<file path="config.mk">
export PLATFORM = sky130hd
export DESIGN_NAME = sfpt_ctrl
export DESIGN_NICKNAME = d
export VERILOG_FILES = /design/src/hdl/site_frequency_pattern_table_macros.svh /design/src/hdl/sfpt_pkg.sv /design/src/hdl/sfpt_ctrl.sv
export SDC_FILE = /design/constraint.sdc
export NUM_CORES = 1
export LEC_CHECK = 0
export ABC_AREA = 1
export BUFFER_PORTS_ARGS = -buffer_cell sky130_fd_sc_hd__buf_2
export CORE_AREA = 2 2 39 41
export DETAILED_ROUTE_END_ITERATION = 10
export DIE_AREA = 0 0 41 43
export GPL_ROUTABILITY_DRIVEN = 0
export HOLD_SLACK_MARGIN = 0.1
export SYNTH_ARGS = -nofsm -noshare
export SYNTH_HDL_FRONTEND = slang
export SYNTH_SLANG_ARGS = --single-unit
</file>
<file path="constraint.sdc">
create_clock -name clk -period 0.9 [get_ports clk]
set_input_delay 0.045 -clock clk [delete_from_list [all_inputs] [get_ports clk]]
set_output_delay 0.045 -clock clk [all_outputs]
set_load 0.005 [all_outputs]
</file>
<file path="src/hdl/site_frequency_pattern_table_macros.svh">
// assertion macros for the site pattern table
`ifndef SITE_FREQUENCY_PATTERN_TABLE_MACROS_SVH
`define SITE_FREQUENCY_PATTERN_TABLE_MACROS_SVH
`ifndef ASSERT_OFF
`define SFPT_ASSERT(label, clk, rst, prop, msg) \
  label: assert property (@(posedge clk) disable iff (rst) prop) else $error(msg);
`define SFPT_ASSERT_NEVER(label, clk, rst, expr, msg) \
  label: assert property (@(posedge clk) disable iff (rst) !(expr)) else $error(msg);
`else
`define SFPT_ASSERT(label, clk, rst, prop, msg)
`define SFPT_ASSERT_NEVER(label, clk, rst, expr, msg)
`endif
`endif

</file>
<file path="src/hdl/sfpt_pkg.sv">
// shared types and constants of the site pattern table
package sfpt_pkg;
  localparam int MAX_PATTERNS = 1024;
  localparam int MAX_TAXA     = 256;
  localparam int ALPHABET     = 20;
  localparam int CODE_W   = 7;
  localparam int SYM_W    = $clog2(ALPHABET);
  localparam int BIN_W    = $clog2(MAX_TAXA + 1);
  localparam int ROW_W    = BIN_W * ALPHABET;
  localparam int IDX_W    = 10;
  localparam int ADDR_W   = $clog2(MAX_PATTERNS);
  localparam int CNT_W    = $clog2(MAX_PATTERNS + 1);
  localparam int OCC_W    = 32;
  localparam int TAXA_W   = 9;

  typedef enum logic [2:0] {
    ST_IDLE,
    ST_RD,
    ST_CMP,
    ST_INS,
    ST_DONE
  } state_t;

  typedef struct packed {
    logic accept_en;
    logic start;
    logic rd;
    logic advance;
    logic hit_upd;
    logic insert;
    logic load_out;
  } cmd_t;

  typedef struct packed {
    logic at_end;
    logic match;
    logic out_free;
  } stat_t;
endpackage

</file>
<file path="src/hdl/sfpt_ctrl.sv">
// controller state machine of the site pattern table
module sfpt_ctrl
  import sfpt_pkg::*;
(
  input  logic  clk,
  input  logic  rst,
  input  logic  in_valid,
  input  logic  in_last,
  input  stat_t stat,
  output cmd_t  cmd
);
  state_t state, state_next;

  always_ff @(posedge clk) begin
    if (rst) begin
      state <= ST_IDLE;
    end else begin
      state <= state_next;
    end
  end

  always_comb begin
    state_next = state;
    unique case (state)
      ST_IDLE: begin
        if (in_valid && in_last) state_next = ST_RD;
      end
      ST_RD: begin
        state_next = stat.at_end ? ST_INS : ST_CMP;
      end
      ST_CMP: begin
        state_next = stat.match ? ST_DONE : ST_RD;
      end
      ST_INS: begin
        state_next = ST_DONE;
      end
      ST_DONE: begin
        if (stat.out_free) state_next = ST_IDLE;
      end
      default: state_next = ST_IDLE;
    endcase
  end

  always_comb begin
    cmd = '0;
    unique case (state)
      ST_IDLE: begin
        cmd.accept_en = 1'b1;
        cmd.start     = in_valid && in_last;
      end
      ST_RD: begin
        cmd.rd = !stat.at_end;
      end
      ST_CMP: begin
        cmd.hit_upd = stat.match;
        cmd.advance = !stat.match;
      end
      ST_INS: begin
        cmd.insert = 1'b1;
      end
      ST_DONE: begin
        cmd.load_out = stat.out_free;
      end
      default: cmd = '0;
    endcase
  end
endmodule

</file>
=== Yosys cells after proc, flatten, opt, wreduce, memory -nomap -nowiden ===
Cells that the tools add are included.

* Flip-flop bits (word level): 3
* Word-level logic and storage cells: 22

* Eq/ne operators: 6
* Reduce and logical (&&, ||, !) cells: 5
* Mux-type cells: 10

{| class="wikitable"
|+ Operators by type and width
! kind !! count
|-
| 3-bit case mux with 5 select lines || 1
|-
| 3-bit 2-to-1 mux || 3
|-
| 3-bit by 2-bit equality test with 1-bit output, second input constant || 2
|-
| 1-bit 2-to-1 mux || 4
|-
| 2-bit 2-to-1 mux || 2
|-
| 2-bit inequality test, second input constant || 2
|-
| 3-bit by 1-bit equality test with 1-bit output, second input constant || 1
|-
| 3-bit equality test, second input constant || 1
|-
| 3-bit zero test || 1
|-
| 1-bit zero test || 2
|-
| 2-bit AND reduction || 1
|-
| 1-bit logical AND || 1
|}

=== Longest topological paths before layout ===
Gate-level depths: netlist of the first run.

* Depth in word-level cells: 3
* Depth in mapped cells: 7
* Mapped depth without buffers: 6

=== Worst setup path before layout of the first run ===
No wires, ideal clock.

* Path type: register to register
* Start: reg state[0]
* End: reg state[0]
* Slack: 0.017 ns
* Buffers on the path: 1
* Cell stages (with the launch flop): 8
* Data required time: 0.791 ns
* Arrival time: 0.774 ns
* Clock period less this slack: 0.883 ns
* Cells stage by stage: dfxtp_1 buf_6 nor2_4 nand3_2 nand2_1 inv_1 nand2_1 nor2_2

* Word-level cells in the longest chain between the ends: 3

{| class="wikitable"
|+ Ends and longest elaborated chain
! what !! line !! RTL
|-
| from (decl) || sfpt_ctrl.sv:12 || <nowiki>state_t state, state_next;</nowiki>
|-
| from (signal assigned) || sfpt_ctrl.sv:18 || <nowiki>state <= state_next;</nowiki>
|-
| 3-bit equality test / 3-bit zero test (equally long branches) || sfpt_ctrl.sv:24 || <nowiki>unique case (state)</nowiki>
|-
| 2-bit inequality test (no line) || - ||
|-
| 2-bit AND reduction (no line) || - ||
|}

Several ways; a longest one is shown, not always the timed one.
A chain may end at the register's enable or synchronous reset.

==> results_dict.tcl, run 1 <==
set metrics [dict create \
    cp_max_fo 8 \
    required_ns 0.85 \
    crit_type "flop to primary output" \
    utilization_pct 35.4 \
    p_leak_nw 0.248 \
    root_buffer "clkbuf_4" \
    final_layout_size_suffix_gt1_share_pct 70.0 \
    cpPeakStageDelay_ns 0.38 \
    antenna_found_initial 0 \
    power.density_nw_per_um2 1460 \
    reg2reg_depth 6 \
    grt_pass1_wl_um 1120 \
    syn_area_um2 234 \
    clock_latency_ns 0.23 \
    min_period_ns 1.06 \
    syn_nets 43 \
    holdWs_ns 0.164 \
    yosysSeqAreaShare_pct 25.7 \
    drt_pre_antenna_iters 2 \
    worst-path-stages 2 \
    initial_core_util_pct 16.9 \
    via_per_inst 4.03 \
    top_layer_used "met3" \
    setup_slack_ns -0.162 \
    drc 0 \
    core.rowCount 14 \
    grt_max_degree 9 \
    cp_num_buf_inv 1 \
    internal_power_w 0.000471 \
    cts_max_level 1 \
    wl_met3_um 34 \
    worst_pin_slew_ns 0.186 \
    cp_top_family "flip-flops" \
    wl_met1_um 253 \
    endpoint_kind "primary output" \
    grt_overflow 0 \
    setup_tns_ns -0.957 \
    final-setup-viol-count 8 \
    pin_count 14 \
    crit_chain "nor4_4 > buf_2" \
    clockPowerShare_pct 33.1 \
    ant_nets 0 \
    syn2layout_area_growth_pct 109 \
    syn_inst 36 \
    finalCritPeriodShare_pct 118 \
    comb_power_share_pct 39.3 \
    crit_end "cmd[0]" \
    ys_types 13 \
    core_area_um2 1380 \
    ir_drop_mv 0.445 \
    largest_reg_flops 3 \
    regMostFlops "state" \
    grtUsageTotal_pct 9.73 \
    outcome "finished, violations left" \
    maxCapViolCount 0 \
    clk_pin_slew_worst_paths_ns 0.04 \
    wl_met2_um 361 \
    die_w_um 41 \
    cts_num_sinks 3 \
    grt_pass1_vias 305 \
    cts_buffer_depth 2 \
    worstPathArrival_ns 1.02 \
    ff2ff_setup_slack_ns -0.08 \
    die_y_um 43 \
    hold_violations 0 \
    fmax_ghz 0.941 \
    dp.cells 65 \
    violations "setup timing" \
    vias 306 \
    numCtsBuffers 3 \
    p_switching_w 0.000242 \
    n_antenna_cell 0 \
    cts_tree "built" \
    critPathLaunch "state[0]" \
    finClkSkew_ns 0.000804 \
    r2r-end "state[0]" \
    synth-seq-cells 3 \
    routedWlPerCell_um 8.54 \
    n_fill_cell 155 \
    routed_wl_um 649 \
    finalNonFillerCells 76 \
    avgSynthCellArea_um2 6.50 \
    swShare_pct 33.9 \
    port_buffers 13 \
    final-seq-area_um2 71.3 \
    pwr-share-seq_pct 27.7 \
    rsz0062_at_grt "yes" \
    drv_slew 0 \
    multi_input_area_um2 188 \
    hpwl_um 447 \
    top_regs "state: 3 flops" \
    start_kind "flop" \
    first_iter_violations 1 \
    relSlewSlack_pct 87.5 \
    hold_path.class "input port to flop" \
    fin_nets 68 \
    slowest_stage "dfxtp_4" \
    timing.rr.start "state[1]" \
    die_area_um2 1760 \
    yosysWarnings 0 \
]
## cells in the mapped netlist (all sizes together)
library cell | count | area share [%]
inv | 9 | 14
nand2 | 7 | 11
nor2 | 7 | 16
nand3 | 5 | 17
dfxtp | 3 | 26
nor4 | 2 | 5.3
buf | 1 | 4.8
nand4 | 1 | 2.7
o211ai | 1 | 3.2
## worst min-delay path by stage
stage,start,to,slack (ns),cells past startpoint
2_1_floorplan,rst,state[0],0.11,1
3_3_place_gp,rst,state[0],0.24,2
3_5_place_dp,rst,state[0],0.25,2
4_1_cts,stat[1],state[2],0.13,5
5_1_grt,stat[1],state[2],0.19,5
6_report,stat[1],state[2],0.16,5
## worst min-delay path, delay by kind of cell
| kind | cells | cell delay [ns] |
|---|---|---|
| AOI/OAI and AO/OA | 1 | 0.09 |
| buffers and inverters | 2 | 0.13 |
| and+or+nand+nor | 2 | 0.11 |
## placed cells by master, fill, tap and decap left out, drive strengths merged
cell type     n
nor2          7
dlygate4sd3   1
o211ai        1
nand2         7
nand4         1
nor4          2
buf          20
nand3         5
dfxtp         3
clkbuf        4
inv           9
## cell families (layout without fill, tap and decap cells)
| family | Yosys count | in the layout | synth area share, % |
|---|---|---|---|
| AOI/OAI and AO/OA | 1 | 1 | 3.21 |
| buffers and inverters | 10 | 34 | 19.3 |
| DFF | 3 | 3 | 25.7 |
| and+or+nand+nor | 22 | 22 | 51.9 |
## final cells by class
| class | instances | area share [%] |
|---|---|---|
| inverter | 9 | 7.93 |
| clock buffer | 4 | 5.37 |
| multi-input combinational | 23 | 38.4 |
| timing repair buffer | 21 | 29.7 |
| tap | 16 | 4.09 |
| sequential | 3 | 14.6 |
## through the flow
stage	cell area (um^2)	power [W]	setup slack [ns]
floorplan	234	0.000302	0.0171
global placement	315	0.000343	-0.0779
detailed placement	315	0.000344	-0.0795
CTS	448	0.000689	-0.219
global route	489	0.000770	-0.223
finish	489	0.000713	-0.162
## metal layers
layer | up-vias | track usage [%]
met2 | 8 | 15.3
li1 | 162 | -
met5 | - | 0
met1 | 136 | 8.65
met3 | 0 | 4.71
met4 | 0 | 8.00
## power by group through the flow
| stage | combinational, W | sequential (W) | clock, W |
|---|---|---|---|
| after floorplan | 0.000138 | 0.000164 | 0 |
| after global placement | 0.000163 | 0.000179 | 0 |
| after detailed placement | 0.000163 | 0.000181 | 0 |
| after CTS | 0.000249 | 0.000190 | 0.000250 |
| after global routing | 0.000309 | 0.000200 | 0.000262 |
| final | 0.000280 | 0.000197 | 0.000236 |
## what timing repair did
| action | 4_1_cts | 5_1_grt |
|---|---|---|
| hold endpoints to repair | 3 | 0 |
| pin swaps | 6 | 8 |
| hold buffers | 1 | 0 |
| buffers inserted | 6 | 1 |
| resized for setup | 16 | 10 |
| endpoints found under the setup margin | 8 | 9 |
(Power assumes the default switching activity.)
==> inputs of run 2 (changes only) <==
PLACE_DENSITY = 0.44   (was not set)
==> results_dict.tcl, run 2 (synthesis gave the netlist of run 1 again) <==
set metrics [dict create \
    outcome "finished, violations left" \
    violations "setup timing" \
    final_layout_size_suffix_gt1_share_pct 63.2 \
    clk_pin_slew_worst_paths_ns 0.03 \
    grt_overflow 0 \
    grtUsageTotal_pct 8.73 \
    relSlewSlack_pct 86.2 \
    wl_met1_um 274 \
    via_per_inst 3.89 \
    die_area_um2 1760 \
    cts_tree "built" \
    vias 284 \
    finalCritPeriodShare_pct 118 \
    cp_max_fo 8 \
    top_regs "state: 3 flops" \
    antenna_found_initial 0 \
    die_y_um 43 \
    ant_nets 0 \
    syn2layout_area_growth_pct 85.6 \
    first_iter_violations 4 \
    pin_count 14 \
    top_layer_used "met3" \
    min_period_ns 1.06 \
    root_buffer "clkbuf_4" \
    core.rowCount 14 \
    hpwl_um 452 \
    required_ns 0.85 \
    drc 0 \
    maxCapViolCount 0 \
    fmax_ghz 0.942 \
    p_total_w 0.000676 \
    n_antenna_cell 0 \
    numCtsBuffers 3 \
    drv_slew 0 \
    final-setup-viol-count 8 \
    core_area_um2 1380 \
    fin_nets 65 \
    start_kind "flop" \
    port_buffers 13 \
    drt_pre_antenna_iters 2 \
    dp_slack_ns -0.0900 \
    rsz0062_at_grt "yes" \
    grt_pass1_wl_um 1040 \
    cts_max_level 1 \
    wl_met2_um 354 \
    grt_pass1_vias 248 \
    final_common_cell "buf_2" \
    cts_buffer_depth 2 \
    mostFrequentLayoutCells "13 x buf_2, 6 x inv_1, 4 x nand2_1, 4 x nor2_1" \
    worstPathArrival_ns 1.02 \
    power.density_nw_per_um2 1560 \
    grt_max_degree 9 \
    n_fill_cell 154 \
    multi_input_area_um2 161 \
    utilization_pct 31.4 \
    worst_pin_slew_ns 0.205 \
    die_w_um 41 \
    hold_violations 0 \
    routed_wl_um 673 \
    ir_drop_mv 0.460 \
    clock_latency_ns 0.23 \
    endpoint_kind "primary output" \
    setup_slack_ns -0.161 \
    setup_tns_ns -0.995 \
    crit_type "flop to primary output" \
    hold_path.class "input port to flop" \
    wl_met3_um 45 \
    initial_core_util_pct 16.9 \
    final-seq-area_um2 71.3 \
    regMostFlops "state" \
    routedWlPerCell_um 9.22 \
    largest_reg_flops 3 \
    finClkSkew_ns 0.000852 \
    cts_num_sinks 3 \
    p_leak_nw 0.232 \
]
## run 2: power breakdown
group,leakage (nW),internal [W],total [W],switching [W]
sequential,0.0267,0.000150,0.000191,0.0000407
clock,0.0150,0.000166,0.000228,0.0000622
combinational,0.190,0.000136,0.000257,0.000121
## run 2: critical path, stage by stage, from the launching register on
cell and delay (ns):
dfxtp_4 0.37, nor4_1 0.26, buf_2 0.15
## run 2: path summary, 6_finish.rpt
check	end	start	slack, ns	depth (start not counted)
min reg2reg	state[1]	state[0]	0.57	2
max	cmd[2]	state[0]	-0.16	2
min	state[2]	stat[1]	0.18	5
max reg2reg	state[0]	state[1]	-0.07	7
## run 2: final cells by class
cell class	instances	share of cell area, %
well taps	16	4.61
clock buffers	4	6.05
multi-input cells	23	37.2
inverters	9	8.93
repair buffers	18	26.8
flip-flops and latches	3	16.4
## run 2: repair_timing
item,CTS,global route
hold buffers,1,0
buffers inserted,3,0
gates resized for setup,11,8
pin swaps,5,3
hold endpoints to repair,3,0
endpoints found under the setup margin,9,9
## run 2: layer usage
layer,vias up,track usage [%]
li1,157,-
met3,0,1.57
met1,118,11.5
met5,-,0
met2,9,13.1
met4,0,4.00
## run 2: metrics by stage
stage               instances  hold slack [ns]  cell area, um^2
floorplan                  36            0.112              234
global placement           65            0.243              315
detailed placement         65            0.243              315
CTS                        73            0.158              404
global route               73            0.233              434
finish                     73            0.184              434
==> inputs of run 3 (changes only) <==
CTS_CLUSTER_DIAMETER = 60   (was not set)
GPL_TIMING_DRIVEN = 0   (was not set)
TNS_END_PERCENT = 100   (was not set)
==> results_dict.tcl, run 3 (synthesis gave the netlist of run 1 again) <==
set metrics [dict create \
    slowest_stage "dfxtp_4" \
    rsz0062_at_grt "yes" \
    cts_tree "built" \
    min_period_ns 1.06 \
    cp_top_family "flip-flops" \
    relSlewSlack_pct 88.6 \
    endpoint_kind "primary output" \
    ant_nets 0 \
    r2r-end "state[0]" \
    finalCritPeriodShare_pct 118 \
    hold_violations 0 \
    via_per_inst 4.12 \
    cp_max_fo 6 \
    grtUsageTotal_pct 8.52 \
    core_area_um2 1380 \
    cts_max_level 1 \
    routed_wl_um 657 \
    ir_drop_mv 0.736 \
    timing.rr.start "state[0]" \
    largest_reg_flops 3 \
    critPathLaunch "state[1]" \
    syn2layout_area_growth_pct 92.5 \
    antenna_found_initial 0 \
    mostFrequentLayoutCells "13 x buf_2, 6 x nand2_1, 6 x inv_1" \
    swShare_pct 32.8 \
    die_y_um 43 \
    crit_type "flop to primary output" \
    maxCapViolCount 0 \
    cp_num_buf_inv 2 \
    regMostFlops "state" \
    cts_num_sinks 3 \
    finClkSkew_ns 0.00385 \
    internal_power_w 0.000468 \
    setup_tns_ns -0.856 \
    clk_pin_slew_worst_paths_ns 0.04 \
    clock_latency_ns 0.23 \
    fin_nets 67 \
    p_switching_w 0.000229 \
    worst_pin_slew_ns 0.170 \
    reg2reg_depth 6 \
    worst-path-stages 3 \
    worstPathArrival_ns 1.01 \
    vias 309 \
    grt_max_degree 9 \
    top_regs "state: 3 flops" \
    final_common_cell "buf_2" \
    final_layout_size_suffix_gt1_share_pct 62.7 \
    fmax_ghz 0.945 \
    start_kind "flop" \
    cpPeakStageDelay_ns 0.40 \
    hpwl_um 431 \
    power.density_nw_per_um2 1550 \
    clockPowerShare_pct 34.2 \
    drv_slew 0 \
    grt_pass1_vias 252 \
    setup_slack_ns -0.159 \
    utilization_pct 32.5 \
    grt_overflow 0 \
    n_antenna_cell 0 \
    comb_power_share_pct 38.4 \
    initial_core_util_pct 16.9 \
    port_buffers 13 \
    cts_buffer_depth 2 \
    violations "setup timing" \
    grt_pass1_wl_um 972 \
    core.rowCount 14 \
    first_iter_violations 4 \
    root_buffer "clkbuf_4" \
    ff2ff_setup_slack_ns -0.06 \
    outcome "finished, violations left" \
    p_leak_nw 0.242 \
    numCtsBuffers 3 \
    pwr-share-seq_pct 27.4 \
    required_ns 0.85 \
    drt_pre_antenna_iters 4 \
    die_area_um2 1760 \
    final-setup-viol-count 9 \
    pin_count 14 \
    drc 0 \
    die_w_um 41 \
    hold_path.class "input port to flop" \
    crit_end "cmd[2]" \
    crit_chain "inv_4 > nor4_2 > buf_2" \
    routedWlPerCell_um 8.76 \
]
-- run 3: cell type report --
cell class,count,area [um^2]
tap,16,20.0
timing repair buffer,20,136
multi-input combinational,23,155
fill,161,933
clock buffer,4,26.3
inverter,9,41.3
sequential,3,71.3
-- run 3: through the flow --
step | setup WS [ns] | cell area [um^2] | total power [W] | cells | hold slack, ns
2_1_floorplan | 0.0171 | 234 | 0.000302 | 36 | 0.112
3_3_place_gp | -0.108 | 319 | 0.000362 | 65 | 0.249
3_5_place_dp | -0.0712 | 319 | 0.000361 | 65 | 0.251
4_1_cts | -0.166 | 419 | 0.000663 | 74 | 0.135
5_1_grt | -0.244 | 450 | 0.000764 | 75 | 0.182
6_report | -0.159 | 450 | 0.000696 | 75 | 0.164
-- run 3: how the worst min path moves through the flow --
stage / startpoint / to / slack [ns] / depth (start not counted)
after global placement: rst / state[0] / 0.25 / 2
after global routing: stat[1] / state[2] / 0.18 / 5
final: stat[1] / state[2] / 0.16 / 5
after detailed placement: rst / state[0] / 0.25 / 2
after floorplan: rst / state[0] / 0.11 / 1
after CTS: stat[1] / state[2] / 0.13 / 5
-- run 3: worst reg2reg max path, delay by kind of cell (launching register included) --
kind | cells | cell delay, ns
buffers and inverters | 1 | 0.14
flip-flops | 1 | 0.37
AND/OR/NAND/NOR | 5 | 0.38
-- run 3: power by group through the flow --
stage	logic [W]	clock network [W]	registers, W
after floorplan	0.000138	0	0.000164
after global placement	0.000195	0	0.000167
after detailed placement	0.000194	0	0.000166
after CTS	0.000220	0.000252	0.000191
after global routing	0.000293	0.000277	0.000194
final	0.000267	0.000238	0.000191
-- run 3: timing repair --
action,CTS,global route
endpoints found under the setup margin,8,9
pin swaps,7,5
hold endpoints to repair,3,0
buffers inserted,5,1
hold buffers,1,0
gates resized for setup,13,3
-- run 3: routing by layer --
metal / track usage (%) / vias up / part of all wire, %
met5: 0 / - / 0
met4: 4.00 / 0 / 0
met3: 6.28 / 0 / 7.9
met2: 11.3 / 15 / 49
met1: 9.90 / 136 / 43
li1: - / 158 / -
